### config.mk
export PLATFORM = sky130hd
export DESIGN_NAME = ptx_div_step
export DESIGN_NICKNAME = d
export VERILOG_FILES = /design/src/rtl/core/ptx_pkg.sv /design/src/rtl/core/ptx_div_step.sv
export SDC_FILE = /design/constraint.sdc
export NUM_CORES = 1
export LEC_CHECK = 0
export BUFFER_PORTS_ARGS = -buffer_cell sky130_fd_sc_hd__buf_2
export CAP_MARGIN = 10
export CORE_MARGIN = 2
export CORE_UTILIZATION = 45
export DETAILED_ROUTE_END_ITERATION = 16
export GPL_ROUTABILITY_DRIVEN = 0
export GPL_TIMING_DRIVEN = 0
export HOLD_SLACK_MARGIN = 0.08
export PLACE_DENSITY = 0.74
export REMOVE_ABC_BUFFERS = 1
export SLEW_MARGIN = 20
export SYNTH_ARGS = -nofsm -noshare
export SYNTH_HDL_FRONTEND = slang
export SYNTH_SLANG_ARGS = --single-unit
### constraint.sdc
create_clock -name clk -period 8.1 [get_ports clk]
set_input_delay 0.405 -clock clk [delete_from_list [all_inputs] [get_ports clk]]
set_output_delay 0.405 -clock clk [all_outputs]
set_load 0.03 [all_outputs]
### src/rtl/core/ptx_pkg.sv
// ptx_pkg: shared types and constants for the 4x4 point transform
// no dependencies; imported by ptx_dot, ptx_div_step, point_transform_4x4 and the testbench
package ptx_pkg;

    // coefficient format and register file layout
    localparam int COEF_W     = 32;
    localparam int NUM_PAIRS  = 8;
    localparam int PAIR_IDX_W = 3;
    localparam int CFG_IDX_W  = 4;
    localparam int CFG_DATA_W = 2 * COEF_W;

    // register indexes that reset away from zero
    localparam int REG_M00_M01 = 0;
    localparam int REG_M10_M11 = 2;
    localparam int REG_M22_M23 = 5;
    localparam int REG_M32_M33 = 7;

    typedef logic signed [COEF_W-1:0] coef_t;
    typedef logic [CFG_DATA_W-1:0]    cfg_word_t;

endpackage

### src/rtl/core/ptx_div_step.sv
// ptx_div_step: one registered restoring-division step, one quotient bit
// depends on ptx_pkg
module ptx_div_step
    import ptx_pkg::*;
#(
    parameter int SW = 66,
    parameter int QW = 33
)
(
    input  logic          clk,
    input  logic          en,
    input  logic [SW-1:0] d,
    input  logic [SW-1:0] rem_in,
    input  logic [QW-1:0] low_in,
    input  logic [QW-1:0] q_in,
    output logic [SW-1:0] rem_out,
    output logic [QW-1:0] low_out,
    output logic [QW-1:0] q_out
);

    logic [SW-1:0] trial;
    logic          ge;
    logic [SW-1:0] rem_reg;
    logic [QW-1:0] low_reg;
    logic [QW-1:0] q_reg;

    // remainder stays below d, so the shift never loses a bit
    assign trial = {rem_in[SW-2:0], low_in[QW-1]};
    assign ge    = (trial >= d);

    always_ff @(posedge clk)
    begin
        if (en)
        begin
            rem_reg <= ge ? (trial - d) : trial;
            low_reg <= {low_in[QW-2:0], 1'b0};
            q_reg   <= {q_in[QW-2:0], ge};
        end
    end

    assign rem_out = rem_reg;
    assign low_out = low_reg;
    assign q_out   = q_reg;

endmodule

==> qor.log, run 1 <==
qor: status.result_of_the_run complete, no violations
qor: drt.wl 25.2 mm
qor: clock_network.cts_tree built
qor: floorplan.boundaryPins 332
qor: drt.route.detailed.vias_per_inst 5.39
qor: drt.antenna_violating_nets_post_route 0
qor: timing.relSlewSlack 36.2%
qor: yosys.synth.top_cell.area_share 44.5%
qor: drt.dr_total_vias 8143
qor: critical_path.critPathArrivalTime 4150 ps
qor: critical_path.criticalPathCategory input pin to flip-flop
qor: clock_network.cts_resized 0
qor: min_path.number_of_cells_on_the_worst_hold_path 1
qor: grt.globalRoute.totalOverflow 0
qor: final_layout.area_growth 28.7%
qor: floorplan.chipWidth 144 um
qor: place.dp.final_hpwl 19.7 mm
qor: min_path.hold_start low_in[18]
qor: drt.drc_errors 0
qor: critical_path.critical-path-top-cell-by-count buf_16
qor: final_layout.postLayoutCellArea 11400 sq um
qor: timing.worst_hold_slack 159 ps
qor: timing.setup_repair_after_global_routing_missed_its_margin false
qor: min_path.worst_min_delay_path_class input pin to flip-flop
qor: critical_path.critical_path.endpoint_type flip-flop
qor: yosys.synth_enable_flop_cells 131
qor: floorplan.die_area 20800 sq um
qor: grt.grt_antenna_before_repair 3
qor: grt.all_layer_global_routing_usage 23.1%
qor: drt.route.detailed.wl_per_inst 16.7 um
qor: critical_path.crit_path_top_delay_cell a21oi_4
qor: clock_network.cts.root.buffer_cell clkbuf_16
qor: final_layout.multiInputGateArea 4410 sq um
qor: yosys.post_synth_instance_area 8850 sq um
qor: final_layout.fill_cells 1756
qor: yosys.synthesis.yosys.warnings 0
qor: critical_path.critical_path_required 8260 ps
qor: clock_network.post-cts-setup-buffer-count 0
qor: critical_path.timing.critical_path.from_type input pin
qor: final_layout.fraction_of_layout_instances_using_a_drive_strength_above_1 31.5%
qor: grt.grt_pass1_vias 7595
qor: yosys.synth_cells 916
qor: floorplan.fp.coreArea 19400 sq um
qor: floorplan.placement_rows 51
qor: timing.slew_limit_fails 0
qor: yosys.postSynth.asyncResetShare 0%
qor: drt.drt_pass1_iterations 5
qor: clock_network.htree_levels 4
qor: timing.period_minus_slack 3990 ps
qor: floorplan.chipHeight 144 um
qor: grt.maximum_number_of_pins_on_one_net_before_global_route_repair 105
qor: clock_network.clock_tree.buffer_depth 2
qor: power_and_ir_drop.total_power_divided_by_cell_area 213 nW/um^2
qor: critical_path.critical_path.max_stage_delay 580 ps
qor: timing.maximum_operating_frequency 251 MHz
qor: floorplan.initial_core_util 45.6%
qor: yosys.dominantRegCellSynth edfxtp_1
qor: yosys.synth_largest_area_cell edfxtp_1
qor: clock_network.number_of_sinks_driven_by_the_clock_tree 131
qor: grt.first_pass_grt_wire_length 37.5 mm
qor: drt.drt_iter0_markers 450
qor: clock_network.cts-buffers-inserted 17
qor: timing.tightestPinTransition 951 ps
qor: critical_path.critical-path-top-delay-family compound AO/OA/AOI/OAI gates
qor: timing.final_hold_viol_count 0
qor: clock_network.path_clk_slew 70 ps
qor: critical_path.worst-path-buf-inv 6
qor: clock_network.cts-hold-fix-buffers 0
qor: final_layout.finalNetCount 1497
qor: timing.period_share 49.2%
qor: final_layout.seqCellArea 3930 sq um
qor: min_path.timing.hold.worst_endpoint low_out[19]
qor: timing.tns 0 ps
qor: power_and_ir_drop.design_power_total 2.43 mW
qor: yosys.synth.lib_cells_used.distinct 62
qor: yosys.ys_seq_elements 131
qor: critical_path.path_max_fanout 28
qor: run.cap_violations 0
qor: yosys.synth.yosys.seq_area_share 44.5%
qor: power_and_ir_drop.ir_drop 0.133 mV
qor: yosys.post_synth.cell_area_avg 9.66 sq um
qor: place.numPortBuffers 328
qor: critical_path.cp_cell_sequence buf_2 > inv_1 > ha_1 > inv_1 > fa_1 > a211oi_1 > o21ai_0 > a211oi_2 > o21bai_1 > o2bb2ai_1 > a2111o_1 > a21oi_4 > buf_16 > buf_16 > buf_16 > mux2_2
qor: place.placed_cell_area 10800 sq um
qor: timing.setup-violations-final 0
qor: yosys.synth.area.top_cells edfxtp_1 (44%), ha_1 (9.3%), a21oi_1 (7.4%)
qor: power_and_ir_drop.total_leakage_power 5.15 nW
[layer usage]
metal  track usage, %  wire length [um]
met1             28.4             10100
met5                0                12
met2             40.2             12400
met4             10.6               863
met3             3.38              1780
[placed cells by master, fill, tap and decap left out, types with 13 or more instances in the layout]
cell type	synthesis	routed
buf_2	16	327
o21ai_0	40	40
ha_1	66	66
nor3_1	18	18
clkbuf_16	0	17
mux2_2	13	13
nand2_1	60	60
o21bai_1	18	18
a21o_1	26	26
xor2_1	26	26
xnor2_1	37	37
nand4_1	26	26
a21oi_1	130	130
nor2_1	88	88
inv_1	83	83
edfxtp_1	131	131
[power breakdown]
| part | total (mW) | internal, mW | leakage (nW) | switching, mW |
|---|---|---|---|---|
| logic | 0.765 | 0.276 | 3.58 | 0.489 |
| clock network | 0.800 | 0.464 | 0.281 | 0.336 |
| registers | 0.862 | 0.844 | 1.28 | 0.0188 |
| total | 2.43 | 1.58 | 5.15 | 0.844 |
[layout make-up]
| class | instances | area share [%] |
|---|---|---|
| flip-flops and latches | 131 | 34.5 |
| diodes | 2 | 0.0439 |
| well taps | 265 | 2.91 |
| multi-input cells | 663 | 38.7 |
| repair buffers | 334 | 15.8 |
| clock inverters | 14 | 1.44 |
| clock buffers | 18 | 3.77 |
| inverters | 83 | 2.74 |
[logic make-up (layout without fill, tap and decap cells)]
group | count (synthesis) | count (layout) | synth area share (%)
AOI/OAI and AO/OA | 278 | 278 | 19.4
and+or+nand+nor | 241 | 241 | 12.9
DFF | 131 | 131 | 44.5
buffers and inverters | 122 | 449 | 5.78
adders and majority gates | 67 | 67 | 9.56
xor gates and xnor gates | 63 | 63 | 6.24
muxes | 13 | 13 | 1.65
other | 1 | 3 | 0.0424
[sequential cells by signal (all words and copies together) (netlist names)]
signal,cells
low_out,32
rem_out,66
q_out,33
[cell usage after synthesis, types with 3 or more instances]
| master | n |
|---|---|
| xnor2_1 | 37 |
| nor3_1 | 18 |
| a221oi_1 | 7 |
| a21oi_1 | 130 |
| a211oi_1 | 4 |
| buf_2 | 16 |
| clkbuf_1 | 14 |
| inv_1 | 83 |
| o31ai_1 | 9 |
| ha_1 | 66 |
| nand3_1 | 9 |
| nand4_1 | 26 |
| and3_1 | 3 |
| o21ai_1 | 3 |
| and4_1 | 3 |
| nor2b_1 | 7 |
| o21ai_2 | 3 |
| nand2_1 | 60 |
| nor4b_1 | 3 |
| o211ai_1 | 3 |
| o21a_1 | 9 |
| o21bai_1 | 18 |
| o21ai_0 | 40 |
| nand2b_1 | 5 |
| or3_1 | 7 |
| a21o_1 | 26 |
| mux2_2 | 13 |
| buf_4 | 9 |
| nor2_1 | 88 |
| or4_1 | 3 |
| edfxtp_1 | 131 |
| xor2_1 | 26 |
| a31o_2 | 3 |
[how the worst max path moves through the flow]
stage	startpoint	to	slack (ps)	cells past startpoint
6_report	low_in[32]	rem_out[17]	4110	16
5_1_grt	low_in[32]	rem_out[17]	3820	16
4_1_cts	low_in[32]	rem_out[17]	4080	16
3_5_place_dp	low_in[32]	rem_out[22]	3680	16
3_3_place_gp	low_in[32]	rem_out[59]	640	15
2_1_floorplan	d[36]	rem_out[59]	2340	11
[stage by stage]
step                utilization (%)  setup WS, ps  std cells
global route                   58.7          3820       1510
floorplan                         -          2340        877
CTS                            58.7          4080       1508
global placement               54.8           640       1470
detailed placement             55.6          3680       1476
finish                         58.7          4110       1510
(Power assumes the default switching activity.)
==> run 2, diff against run 1 <==
--- a/config.mk
+++ b/config.mk
@@ -13,7 +13,7 @@
 export GPL_ROUTABILITY_DRIVEN = 0
 export GPL_TIMING_DRIVEN = 0
 export HOLD_SLACK_MARGIN = 0.08
-export PLACE_DENSITY = 0.74
+export PLACE_DENSITY = 0.77
 export REMOVE_ABC_BUFFERS = 1
 export SLEW_MARGIN = 20
 export SYNTH_ARGS = -nofsm -noshare
==> constraint.sdc (replaced) <==
create_clock -name clk -period 3.52 [get_ports clk]
set_input_delay 0.176 -clock clk [delete_from_list [all_inputs] [get_ports clk]]
set_output_delay 0.176 -clock clk [all_outputs]
set_load 0.03 [all_outputs]
==> run 2 against run 1 <==
Compared with the run above:
- global-route usage increased by 2.5 points
- worst setup slack worse by 4000 ps
- first-iteration DRC count is 22% higher
- utilization rose by 4.1 points
- cell count grew 5.4%
- largest cell class unchanged
- critical path depth down 2
- critical path type unchanged
- combinational power is 140% higher
- sequential power up 130%
- highest routed layer is now met4
- routed wire length up 11%
- flip-flop and latch count unchanged
==> qor.log, run 2 (synthesis gave the netlist of run 1 again) <==
qor: place.placed_cell_area 10800 sq um
qor: critical_path.critical_path.endpoint_type flip-flop
qor: critical_path.timing.critical_path.from_type input pin
qor: drt.drc_errors 0
qor: critical_path.critical_path_required 3690 ps
qor: place.dp.final_hpwl 19.9 mm
qor: final_layout.finalNetCount 1574
qor: min_path.worst_min_delay_path_class input pin to flip-flop
qor: grt.grt_antenna_before_repair 4
qor: clock_network.cts-buffers-inserted 17
qor: clock_network.path_clk_slew 70 ps
qor: final_layout.postLayoutCellArea 12200 sq um
qor: drt.antenna_violating_nets_post_route 0
qor: final_layout.fill_cells 1607
qor: drt.drt_pass1_iterations 5
qor: drt.route.detailed.wl_per_inst 17.5 um
qor: run.cap_violations 0
qor: drt.drt_iter0_markers 549
qor: timing.maximum_operating_frequency 296 MHz
qor: critical_path.criticalPathCategory input pin to flip-flop
qor: grt.globalRoute.totalOverflow 0
qor: final_layout.most-common-layout-cells buf_2 (327), edfxtp_1 (131), a21oi_1 (130)
qor: critical_path.path_max_fanout 27
qor: grt.maximum_number_of_pins_on_one_net_before_global_route_repair 103
qor: clock_network.cts.root.buffer_cell clkbuf_16
qor: floorplan.boundaryPins 332
qor: timing.tightestPinTransition 691 ps
qor: clock_network.htree_levels 4
qor: power_and_ir_drop.total_power_divided_by_cell_area 469 nW/um^2
qor: final_layout.fraction_of_layout_instances_using_a_drive_strength_above_1 30.2%
qor: clock_network.cts_tree built
qor: status.result_of_the_run complete, no violations
qor: final_layout.area_growth 37.8%
qor: power_and_ir_drop.ir_drop 0.290 mV
qor: floorplan.chipHeight 144 um
qor: final_layout.mostFrequentLayoutCell buf_2
qor: timing.setup-violations-final 0
qor: timing.setup_repair_after_global_routing_missed_its_margin false
qor: floorplan.fp.coreArea 19400 sq um
qor: grt.grt_pass1_vias 8292
qor: floorplan.placement_rows 51
qor: timing.slew_limit_fails 0
qor: clock_network.clock_tree.buffer_depth 2
qor: critical_path.critPathArrivalTime 3550 ps
qor: floorplan.initial_core_util 45.6%
qor: power_and_ir_drop.total_leakage_power 5.47 nW
qor: floorplan.die_area 20800 sq um
qor: drt.dr_total_vias 8545
qor: timing.period_share 96.0%
qor: timing.relSlewSlack 53.3%
qor: drt.route.detailed.vias_per_inst 5.37
qor: drt.wl 27.9 mm
qor: grt.first_pass_grt_wire_length 41.4 mm
qor: final_layout.largest_reg_flops 66
qor: clock_network.number_of_sinks_driven_by_the_clock_tree 131
qor: final_layout.final_cell_count_no_fill 1592
qor: floorplan.chipWidth 144 um
qor: place.numPortBuffers 328
qor: timing.final_hold_viol_count 0
qor: grt.all_layer_global_routing_usage 25.6%
qor: timing.period_minus_slack 3380 ps
qor: place.dp_cells 1476
-- run 2: stage by stage --
stage | hold WS (ps) | power [mW] | setup TNS, ps | worst slack (ps) | utilization, %
after global placement | 352 | 3.71 | -215860 | -3700 | 54.8
after CTS | 85.2 | 5.68 | 0 | 3.90 | 62.6
after detailed placement | 354 | 3.76 | -13780 | -570 | 55.6
final | 105 | 5.71 | 0 | 142 | 62.8
after global routing | 99.0 | 5.95 | 0 | 21.2 | 62.8
after floorplan | 275 | 3.20 | -104600 | -2010 | -
-- run 2: critical path, stage by stage --
cell and delay [ps]:
dlygate4sd3_1 550, buf_2 130, ha_1 360, nand2_1 150
or4_4 560, nor2_1 140, nand2_1 90, o21ai_2 190
nor3_1 110, a21oi_4 180, buf_8 190, buf_16 170
buf_16 180, mux2_2 360
-- run 2: cell type report --
cell class	instances	area, sq um	share of cell area (%)
Timing Repair Buffer	411	2570	21.1
Clock buffer	18	429	3.52
Inverter	83	312	2.56
Antenna cell	7	17.5	0.144
Clock inverter	14	170	1.40
Tap cell	265	332	2.72
Multi-Input combinational cell	663	4430	36.3
Sequential cell	131	3930	32.3
-- run 2: final timing paths --
kind	from	to	slack, ps	depth (start not counted)
max	rem_in[50]	rem_out[22]	140	14
min	rem_in[38]	rem_out[39]	110	3
-- run 2: where the power goes --
group,switching [mW],internal (mW),leakage [nW]
Combinational,1.15,0.696,3.91
Clock,0.799,1.07,0.280
Sequential,0.0521,1.94,1.28
-- run 2: timing repair --
item,CTS,global route
endpoints found under the setup margin,4,26
hold endpoints to repair,74,0
hold buffers,74,0
buffers inserted,2,1
pin swaps,1,1
resized for setup,0,7
gates cloned,0,0
-- run 2: per-layer routing --
layer | track usage, % | vias up | wire [um]
li1 | - | 4133 | -
met1 | 30.1 | 3926 | 10900
met2 | 44.4 | 406 | 13500
met3 | 3.81 | 80 | 2010
met4 | 15.1 | 0 | 1490
met5 | 0 | - | 0
==> run 3, diff against run 2 <==
--- a/config.mk
+++ b/config.mk
@@ -5,15 +5,17 @@
 export SDC_FILE = /design/constraint.sdc
 export NUM_CORES = 1
 export LEC_CHECK = 0
+export ABC_AREA = 1
 export BUFFER_PORTS_ARGS = -buffer_cell sky130_fd_sc_hd__buf_2
 export CAP_MARGIN = 10
+export CORE_ASPECT_RATIO = 0.8
 export CORE_MARGIN = 2
 export CORE_UTILIZATION = 45
 export DETAILED_ROUTE_END_ITERATION = 16
 export GPL_ROUTABILITY_DRIVEN = 0
 export GPL_TIMING_DRIVEN = 0
 export HOLD_SLACK_MARGIN = 0.08
-export PLACE_DENSITY = 0.77
+export PLACE_DENSITY = 0.74
 export REMOVE_ABC_BUFFERS = 1
 export SLEW_MARGIN = 20
 export SYNTH_ARGS = -nofsm -noshare
==> run 3 against run 2 <==
Compared with the run above:
- synthesized cell count rose by 75%
- first-iteration DRC count grew 130%
- power up 2.7%
- die area is 24% higher
- largest power group is now combinational cells
- routed wire length is 37% higher
==> qor.log, run 3 <==
qor: status.result_of_the_run complete, no violations
qor: power_and_ir_drop.design_power_total 5.87 mW
qor: clock_network.number_of_sinks_driven_by_the_clock_tree 131
qor: critical_path.crit_path_top_delay_cell dlygate4sd3_1
qor: drt.drc_errors 0
qor: yosys.synth_largest_area_cell edfxtp_1
qor: timing.tightestPinTransition 654 ps
qor: grt.all_layer_global_routing_usage 29.2%
qor: power_and_ir_drop.ir_drop 0.350 mV
qor: timing.slew_limit_fails 0
qor: final_layout.fraction_of_layout_instances_using_a_drive_strength_above_1 21.1%
qor: timing.setup_repair_after_global_routing_missed_its_margin false
qor: min_path.timing.hold.worst_endpoint rem_out[49]
qor: yosys.synthesis.yosys.warnings 0
qor: yosys.synth_cells 1605
qor: grt.use_met3 6.05%
qor: timing.tns 0 ps
qor: grt.grt_util_met1 38.9%
qor: clock_network.path_clk_slew 80 ps
qor: grt.grt_pass1_vias 11400
qor: yosys.postSynth.asyncResetShare 0%
qor: timing.final_hold_viol_count 0
qor: clock_network.cts.root.buffer_cell clkbuf_16
qor: clock_network.cts_tree built
qor: final_layout.most-common-layout-cells nand2_1 (559), buf_2 (327), inv_1 (299)
qor: critical_path.cp_cell_sequence dlygate4sd3_1 > buf_2 > ha_1 > nand2_1 > nor2_1 > nand2_1 > nor3_1 > nand2_8 > nand2_8 > nand3_1 > nand2_1
qor: drt.dr_total_vias 12100
qor: yosys.ys_seq_elements 131
qor: yosys.synth_enable_flop_cells 131
qor: grt.busiest_layer met2
qor: yosys.synth.yosys.seq_area_share 35.6%
qor: final_layout.mostFrequentLayoutCell nand2_1
qor: yosys.synth_commonest_cells nand2_1 (559), inv_1 (299), nand3_1 (141), edfxtp_1 (131), nor2_1 (107)
qor: yosys.synth.lib_cells_used.distinct 37
qor: critical_path.worst-path-buf-inv 2
qor: floorplan.chipHeight 144 um
qor: timing.period_minus_slack 3340 ps
qor: grt.maximum_number_of_pins_on_one_net_before_global_route_repair 69
qor: critical_path.timing.critical_path.from_type input pin
qor: drt.route.detailed.vias_per_inst 5.12
qor: clock_network.cts-buffers-inserted 17
qor: grt.gr-usage-met2 46.2%
qor: drt.wl 38.1 mm
qor: critical_path.criticalPathCategory input pin to flip-flop
qor: floorplan.placement_rows 51
qor: drt.antenna_violating_nets_post_route 0
qor: floorplan.chipWidth 179 um
qor: clock_network.clock_tree.buffer_depth 2
qor: yosys.synth.top_cell.area_share 35.6%
qor: critical_path.critical_path.max_stage_delay 530 ps
qor: floorplan.die_area 25800 sq um
qor: timing.maximum_operating_frequency 300 MHz
qor: clock_network.htree_levels 4
qor: final_layout.largest_reg_flops 66
qor: final_layout.count_of_inserted_antenna_diode_cells 0
qor: drt.route.detailed.wl_per_inst 16.1 um
qor: critical_path.critical_path.endpoint_type flip-flop
qor: clock_network.post-cts-setup-buffer-count 0
qor: run.cap_violations 0
qor: drt.drt_pass1_iterations 6
qor: grt.grt_antenna_before_repair 0
qor: place.dp.final_hpwl 29.5 mm
qor: critical_path.critical-path-top-cell-by-count nand2_1
qor: yosys.post_synth.cell_area_avg 6.88 sq um
qor: min_path.hold_start rem_in[48]
qor: drt.drt_iter0_markers 1267
qor: timing.relSlewSlack 56.4%
qor: yosys.post_synth_instance_area 11000 sq um
qor: grt.first_pass_grt_wire_length 57.7 mm
qor: critical_path.path_max_fanout 68
qor: yosys.dominantRegCellSynth edfxtp_1
qor: timing.setup-violations-final 0
qor: critical_path.critPathArrivalTime 3610 ps
qor: final_layout.finalNetCount 2307
qor: grt.globalRoute.totalOverflow 0
qor: place.numPortBuffers 328
qor: yosys.yosysMostFrequentCell nand2_1
qor: critical_path.critical_path_required 3800 ps
qor: timing.period_share 94.8%
qor: min_path.worst_min_delay_path_class input pin to flip-flop
qor: floorplan.boundaryPins 332
qor: critical_path.critical-path-top-delay-family simple AND/OR/NAND/NOR gates
qor: final_layout.area_growth 32.3%
qor: floorplan.initial_core_util 45.5%
qor: power_and_ir_drop.total_power_divided_by_cell_area 402 nW/um^2
qor: min_path.number_of_cells_on_the_worst_hold_path 3
qor: yosys.synth.area.top_cells edfxtp_1 (36%), nand2_1 (19%), inv_1 (10%)
qor: power_and_ir_drop.total_leakage_power 7.84 nW
qor: floorplan.fp.coreArea 24200 sq um
## run 3: report_power, final
group | leakage [nW] | switching, mW | internal, mW
combinational | 6.29 | 1.40 | 0.686
sequential | 1.28 | 0.0470 | 1.94
clock | 0.274 | 0.860 | 0.936
total | 7.84 | 2.31 | 3.56
## run 3: per-stage QoR
| step | utilization [%] | cells | hold slack, ps | worst slack (ps) | cell area, sq um |
|---|---|---|---|---|---|
| floorplan | - | 1583 | 275 | 3.40 | 10800 |
| global placement | 53.1 | 2229 | 353 | -1890 | 12900 |
| detailed placement | 53.5 | 2234 | 354 | -459 | 13000 |
| CTS | 60.2 | 2371 | 81.3 | 1.96 | 14600 |
| global route | 60.2 | 2371 | 88.8 | 32.5 | 14600 |
| finish | 60.2 | 2371 | 83.2 | 184 | 14600 |
## run 3: tightest hold or removal path, delay by kind of cell
family | cells | cell delay (ps)
simple gates | 2 | 140
buf+inv | 1 | 100
## run 3: timing repair
item | CTS | global route
gates resized for setup | 1 | 1
endpoints found under the hold margin | 105 | 0
hold buffers | 105 | 0
setup endpoints to repair | 1 | 66
pin swaps | 0 | 1
## run 3: how the worst max path moves through the flow
stage          startpoint           to  cells after the start
2_1_floorplan       d[57]  rem_out[50]                     10
3_3_place_gp        d[53]  rem_out[58]                     11
3_5_place_dp   low_in[32]  rem_out[58]                     15
4_1_cts        rem_in[44]  rem_out[58]                     13
5_1_grt        rem_in[52]  rem_out[35]                     12
6_report       rem_in[57]  rem_out[35]                     11
## run 3: kinds of logic (layout without fill, tap and decap cells)
| kind of cell | after synthesis | count (layout) | share of synthesized area (%) |
|---|---|---|---|
| flops | 131 | 131 | 35.6 |
| xor+xnor | 33 | 33 | 2.62 |
| simple gates | 913 | 913 | 35.5 |
| fa+ha+maj | 67 | 67 | 7.66 |
| other cells | 1 | 1 | 0.0340 |
| buf+inv | 335 | 783 | 12.5 |
| compound gates | 125 | 125 | 6.10 |
## run 3: layout make-up
| type | instances | area (sq um) |
|---|---|---|
| Timing Repair Buffer | 438 | 2780 |
| Multi-Input combinational cell | 1139 | 5750 |
| Tap cell | 318 | 398 |
| Clock buffer | 17 | 425 |
| Fill cell | 2234 | 9640 |
| Clock inverter | 15 | 140 |
| Inverter | 313 | 1170 |
| Sequential cell | 131 | 3930 |
## run 3: metal layers
metal,vias to the layer above,routed length [um]
met5,-,0
met4,0,1430
met3,103,4120
met2,648,16600
met1,5455,16000
li1,5928,-
